[config.mk]
export PLATFORM = sky130hd
export DESIGN_NAME = dpbp_axis
export DESIGN_NICKNAME = d
export VERILOG_FILES = /design/src/sv/dpbp_pkg.sv /design/src/sv/dpbp_axis.sv
export SDC_FILE = /design/constraint.sdc
export NUM_CORES = 2
export LEC_CHECK = 0
export BUFFER_PORTS_ARGS = -buffer_cell sky130_fd_sc_hd__buf_2
export CAP_MARGIN = 10
export CORE_ASPECT_RATIO = 1.1
export CORE_MARGIN = 4
export CORE_UTILIZATION = 30
export CTS_CLUSTER_DIAMETER = 150
export CTS_CLUSTER_SIZE = 8
export DETAILED_ROUTE_END_ITERATION = 8
export GPL_TIMING_DRIVEN = 0
export SETUP_SLACK_MARGIN = 0.1
export SYNTH_ARGS = -nofsm -noshare
export SYNTH_HDL_FRONTEND = slang
export SYNTH_SLANG_ARGS = --single-unit
[constraint.sdc]
create_clock -name i_clk -period 10.3 [get_ports i_clk]
set_input_delay 1.03 -clock i_clk [delete_from_list [all_inputs] [get_ports i_clk]]
set_output_delay 1.03 -clock i_clk [all_outputs]
set_load 0.03 [all_outputs]
[src/sv/dpbp_pkg.sv]
// package: constants and types of the depth pixel back-projection unit
`timescale 1ns / 1ps
package dpbp_pkg;

    localparam int CENTER_W = 16;
    localparam int RECIP_W  = 24;
    localparam int CFG_W    = 24;
    localparam int CFG_IDX_W = 3;
    localparam int XY_W     = 36;
    localparam int Z_OUT_W  = 16;
    localparam int Q_SHIFT  = 24;
    localparam int LATENCY  = 4;

    localparam logic [CFG_IDX_W-1:0] REG_CENTER_X = 3'd0;
    localparam logic [CFG_IDX_W-1:0] REG_CENTER_Y = 3'd1;
    localparam logic [CFG_IDX_W-1:0] REG_RECIP_X  = 3'd2;
    localparam logic [CFG_IDX_W-1:0] REG_RECIP_Y  = 3'd3;

    localparam logic [CENTER_W-1:0] CENTER_X_RST = 16'd5120;
    localparam logic [CENTER_W-1:0] CENTER_Y_RST = 16'd3840;
    localparam logic [RECIP_W-1:0]  RECIP_X_RST  = 24'd31957;
    localparam logic [RECIP_W-1:0]  RECIP_Y_RST  = 24'd31957;

    typedef struct packed {
        logic [7:0] blue;
        logic [7:0] green;
        logic [7:0] red;
    } t_color;

endpackage

[src/sv/dpbp_axis.sv]
// one projection axis: floor(((coord << 4) - center) * depth * recip / 2^24), four stages
`timescale 1ns / 1ps
module dpbp_axis #(
    parameter int COORD_BITS = 12,
    parameter int DEPTH_BITS = 16
) (
    input  logic                                i_clk,
    input  logic [COORD_BITS-1:0]               i_coord,
    input  logic [DEPTH_BITS-1:0]               i_depth,
    input  logic [dpbp_pkg::CENTER_W-1:0]       i_center,
    input  logic [dpbp_pkg::RECIP_W-1:0]        i_recip,
    output logic [dpbp_pkg::XY_W-1:0]           o_coord_q4
);

    localparam int POS_W  = COORD_BITS + 4;
    localparam int DIFF_W = ((POS_W > dpbp_pkg::CENTER_W) ? POS_W : dpbp_pkg::CENTER_W) + 1;
    localparam int Z_W    = DEPTH_BITS + 1;
    localparam int P1_W   = DIFF_W + Z_W;
    localparam int LO_W   = dpbp_pkg::RECIP_W / 2;
    localparam int HI_W   = dpbp_pkg::RECIP_W - LO_W;
    localparam int PLO_W  = P1_W + LO_W + 1;
    localparam int PHI_W  = P1_W + HI_W + 1;
    localparam int FULL_W = P1_W + dpbp_pkg::RECIP_W + 1;
    localparam int SUM_W  = (FULL_W > dpbp_pkg::Q_SHIFT + dpbp_pkg::XY_W) ?
                            FULL_W : dpbp_pkg::Q_SHIFT + dpbp_pkg::XY_W;

    logic        [DIFF_W-1:0] w_pos;
    logic        [DIFF_W-1:0] w_ctr;
    logic signed [LO_W:0]     w_rlo;
    logic signed [HI_W:0]     w_rhi;
    logic signed [SUM_W-1:0]  w_lo_ext;
    logic signed [SUM_W-1:0]  w_hi_ext;
    logic signed [SUM_W-1:0]  w_sum;

    logic signed [DIFF_W-1:0] r_diff;
    logic signed [Z_W-1:0]    r_z;
    logic signed [P1_W-1:0]   r_p1;
    logic signed [PLO_W-1:0]  r_plo;
    logic signed [PHI_W-1:0]  r_phi;
    logic [dpbp_pkg::XY_W-1:0] r_out;

    assign w_pos = DIFF_W'({i_coord, 4'b0000});
    assign w_ctr = DIFF_W'(i_center);
    assign w_rlo = $signed({1'b0, i_recip[LO_W-1:0]});
    assign w_rhi = $signed({1'b0, i_recip[dpbp_pkg::RECIP_W-1:LO_W]});

    // signed casts keep the sign while widening
    assign w_lo_ext = SUM_W'(r_plo);
    assign w_hi_ext = SUM_W'(r_phi);
    assign w_sum    = w_lo_ext + (w_hi_ext <<< LO_W);

    always_ff @(posedge i_clk) begin
        r_diff <= $signed(w_pos - w_ctr);
        r_z    <= $signed({1'b0, i_depth});
        r_p1   <= r_diff * r_z;
        // recip split in two halves to keep each multiplier narrow
        r_plo  <= r_p1 * w_rlo;
        r_phi  <= r_p1 * w_rhi;
        // arithmetic shift of the exact product gives floor
        r_out  <= w_sum[dpbp_pkg::Q_SHIFT +: dpbp_pkg::XY_W];
    end

    assign o_coord_q4 = r_out;

endmodule

==> impl_results.rst <==
.. list-table::
   :header-rows: 1

   * - Metric
     - Value
   * - Post-detailed-route count of antenna-violating nets
     - 0
   * - Global routing usage summed across all routing layers
     - between 15 and 20%
   * - Residual DRC count
     - 0
   * - Number of max-slew violations in the final report
     - 0
   * - Vias per Instance
     - 4.61
   * - Period utilisation layout
     - roughly four fifths
   * - Max cap viols
     - 0
   * - Clock transition at the register clock pins on the worst setup and hold paths after CTS
     - around 0.09 ns
   * - Kind of end point of the critical path
     - register
   * - Max frequency
     - between 0.1 and 0.15 GHz
   * - Library cell with the largest summed area after synthesis
     - sky130_fd_sc_hd__fa_1
   * - Synth Area in Adders
     - between 50% and 60%
   * - Top Family by Delay on Critical Path
     - adder cells
   * - Ordered cell list for the critical path
     - clkbuf_1, clkbuf_1, nand2_1, fa_1, fa_1, inv_1, fa_1, fa_1, inv_1, fa_1, inv_1, ha_1, a21oi_1, o21ai_1, a21o_1, a21o_1, a41oi_1, a2111oi_2, o21bai_1, and4_1, nor3_1
   * - Min cycle time layout
     - 8.26 ns
   * - Kind of path behind the tightest hold check
     - input port to register
   * - Cell with the most instances after synthesis
     - sky130_fd_sc_hd__inv_1
   * - Count of final setup violators
     - 0
   * - Number of hold-repair buffers added at the cts stage
     - 0
   * - Number of buffers created by CTS
     - 17
   * - Detail Placement HPWL
     - 115 mm
   * - Slowest library cell on the worst path
     - sky130_fd_sc_hd__a2111oi_2
   * - Max Buffers Root-to-Sink
     - 2
   * - Hold violation total from the final report
     - 0
   * - Most instantiated cells after synthesis
     - 1319 x sky130_fd_sc_hd__inv_1, 994 x sky130_fd_sc_hd__fa_1, 691 x sky130_fd_sc_hd__nand2_1
   * - Boundary pin count
     - 105
   * - Cell mode on critical path
     - sky130_fd_sc_hd__fa_1
   * - Wire length of the first global-routing pass
     - ~210 mm
   * - Data arrival time of the worst path
     - 8.66 ns
   * - Remaining global-route overflow
     - 0
   * - Setup TNS after final layout
     - 0 ns
   * - Vias after detailed routing
     - 32600
   * - Synthesized area per cell
     - just under 9 µm²
   * - Fraction of synthesized area in multiplexers
     - 0.0703%
   * - Launch point of the worst path
     - i_recip[16]
   * - Clk sink count
     - around 190
   * - Number of enable flip-flop cells after synthesis
     - 0
   * - Synth Instances
     - roughly 5000
   * - Post-synthesis sequential area ratio
     - 8.32%
   * - Clock skew after layout
     - about 0.027 ns
   * - Area share of and/or/nand/nor cells after synthesis
     - 15.3%
   * - Maximum number of pins on one net before global-route repair
     - 24
   * - Clock tree from TritonCTS
     - built
   * - Net total in the final layout
     - 6521
   * - Critical path buffers and inverters
     - 5
   * - Largest cells by area after synthesis
     - sky130_fd_sc_hd__fa_1 45%, sky130_fd_sc_hd__inv_1 11%, sky130_fd_sc_hd__ha_1 9.8%
   * - Dominant combinational cell family by area after synthesis
     - adder cells
   * - Predominant post-synthesis flop cell
     - sky130_fd_sc_hd__dfxtp_1
   * - Ys Warns
     - 0
   * - Initial Utilization
     - 30.3%
   * - Post-CTS Repair Setup Buffers
     - 0
   * - Share of async-settable or async-resettable flops after synthesis
     - 0%
   * - Die X-Extent
     - roughly 380 µm
   * - Die height
     - between 400 and 500 µm
   * - Number of global-route vias before repair
     - 35500
   * - DRC violation total after the first TritonRoute iteration
     - 2173
   * - Layout cell share with drive strength beyond 1
     - 3.06%
   * - CP peak stage delay
     - 0.89 ns
   * - Netlist cell types
     - 75
   * - Area enclosed by the die boundary
     - 155000 µm²
   * - Clock root buffer master
     - sky130_fd_sc_hd__clkbuf_16
   * - Startpoint of the lowest-slack register-to-register path
     - r_p1[7]
   * - Post-synthesis share of cell area spent on xor and xnor gates
     - 2.97%
   * - Count of port buffers added during placement
     - 98
   * - Gpl congestion
     - about 0.93
   * - Gates resized, CTS repair
     - 0
   * - 1st-pass router iterations
     - 5
   * - WP data required
     - 10.70 ns
   * - Initial antenna violation count
     - 12
   * - Hold Path Origin
     - i_depth[14]
   * - Area of the core
     - 147000 µm²
   * - Smallest hold slack
     - 0.603 ns
   * - Max H-tree Level
     - 4
   * - Area Overhead vs Synth
     - 8.03%
   * - Share of the synthesized area in the top cell type
     - approximately 45%
   * - Syn Nets
     - roughly 6400
   * - Tightest Pin Transition
     - ~1.1 ns
   * - Startpoint-to-endpoint class of the critical path
     - input port to register
   * - Routed length per instance
     - 19.1 µm
   * - Setup repair after global routing missed its margin
     - no
   * - Crit-path max FO
     - 10
   * - Rows
     - 147
   * - Aggregate routed wire length
     - 135 mm
   * - Outcome
     - complete, no violations
   * - Cell Area, Synth
     - 44500 µm²
   * - Fraction of the mapped netlist area in compound gates
     - 6.11%
   * - Source-to-sink clock delay at the later pin of the worst-skew pair
     - 0.54 ns
   * - Tightest slew margin relative to the limit
     - 28.7%
   * - Worst setup SP type
     - input port
   * - Synthesis-stage register bit count
     - approximately 190
[flip-flops by register name, indices dropped and copies added (netlist names)]
signal      count
o_coord_q4     36
r_diff         17
r_p1           34
r_phi          47
r_plo          35
r_z            16
[layer usage]
| layer | track usage, % | wire [µm] | vias to the layer above | share of wire, % |
|---|---|---|---|---|
| met5 | 0 | 13 | - | 0.0096 |
| met1 | 23.9 | 59800 | 16600 | 44 |
| met4 | 6.04 | 4830 | 2 | 3.6 |
| met2 | 29.9 | 62700 | 984 | 46 |
| li1 | - | - | 14900 | - |
| met3 | 2.41 | 7450 | 157 | 5.5 |
[final timing paths]
kind	endpoint	slack (ns)	cells past startpoint
worst min-delay path	r_z[14]	0.60	1
worst min register to register	o_coord_q4[4]	0.64	2
worst max-delay path	r_phi[39]	2.04	21
worst max register to register	r_phi[39]	2.65	20
[stage by stage]
step           util (%)  instances  cell area [µm²]  setup slack [ns]
5_1_grt            32.8       7060            48000              1.89
3_3_place_gp       32.3       7028            47400              1.58
3_5_place_dp       32.3       7028            47400              1.56
4_1_cts            32.8       7060            48000              2.16
6_report           32.8       7065            48100              2.04
2_1_floorplan         -       4993            44500              3.89
[cells by family (layout without fill, tap and decap cells)]
logic type / count (synthesis) / in the layout
and+or+nand+nor: 1399 / 1399
muxes: 3 / 3
adders and majority gates: 1342 / 1342
buffers and inverters: 1509 / 1639
DFF: 185 / 185
other: 0 / 5
AOI/OAI and AO/OA: 404 / 404
xor gates and xnor gates: 151 / 151
[cells in the final DEF, fill, tap and decap left out, types with 6 or more instances in the layout]
cell / Yosys / final
sky130_fd_sc_hd__nor3_1: 28 / 28
sky130_fd_sc_hd__nor2b_1: 16 / 16
sky130_fd_sc_hd__fa_1: 994 / 994
sky130_fd_sc_hd__a211oi_1: 20 / 20
sky130_fd_sc_hd__a21oi_1: 121 / 121
sky130_fd_sc_hd__nand4_1: 19 / 19
sky130_fd_sc_hd__clkbuf_1: 185 / 185
sky130_fd_sc_hd__clkbuf_16: 0 / 17
sky130_fd_sc_hd__buf_2: 4 / 102
sky130_fd_sc_hd__and3_1: 17 / 17
sky130_fd_sc_hd__nand2_1: 691 / 691
sky130_fd_sc_hd__nor2_1: 72 / 72
sky130_fd_sc_hd__a31oi_1: 18 / 18
sky130_fd_sc_hd__o2111ai_1: 6 / 6
sky130_fd_sc_hd__and2_1: 466 / 466
sky130_fd_sc_hd__o21ai_0: 57 / 57
sky130_fd_sc_hd__xnor2_1: 106 / 106
sky130_fd_sc_hd__o211ai_1: 12 / 12
sky130_fd_sc_hd__clkinv_8: 0 / 6
sky130_fd_sc_hd__nand3_1: 41 / 41
sky130_fd_sc_hd__nand2b_1: 13 / 13
sky130_fd_sc_hd__inv_1: 1319 / 1319
sky130_fd_sc_hd__o21a_1: 17 / 17
sky130_fd_sc_hd__ha_1: 348 / 348
sky130_fd_sc_hd__xor2_1: 45 / 45
sky130_fd_sc_hd__a21o_1: 71 / 71
sky130_fd_sc_hd__or3_1: 8 / 8
sky130_fd_sc_hd__dfxtp_1: 185 / 185
sky130_fd_sc_hd__o21bai_1: 15 / 15
[layout make-up]
class	count	area, µm²
fill	15300	98500
multi-input combinational	3299	35100
inverter	1319	4950
sequential	185	3700
tap	1937	2420
buffer	190	718
timing repair buffer	98	490
clock buffer	17	425
clock inverter	15	220
antenna	5	12.5
Power is not shown: default switching activity piles up to over one toggle a cycle in this logic, so the estimate is an artifact.
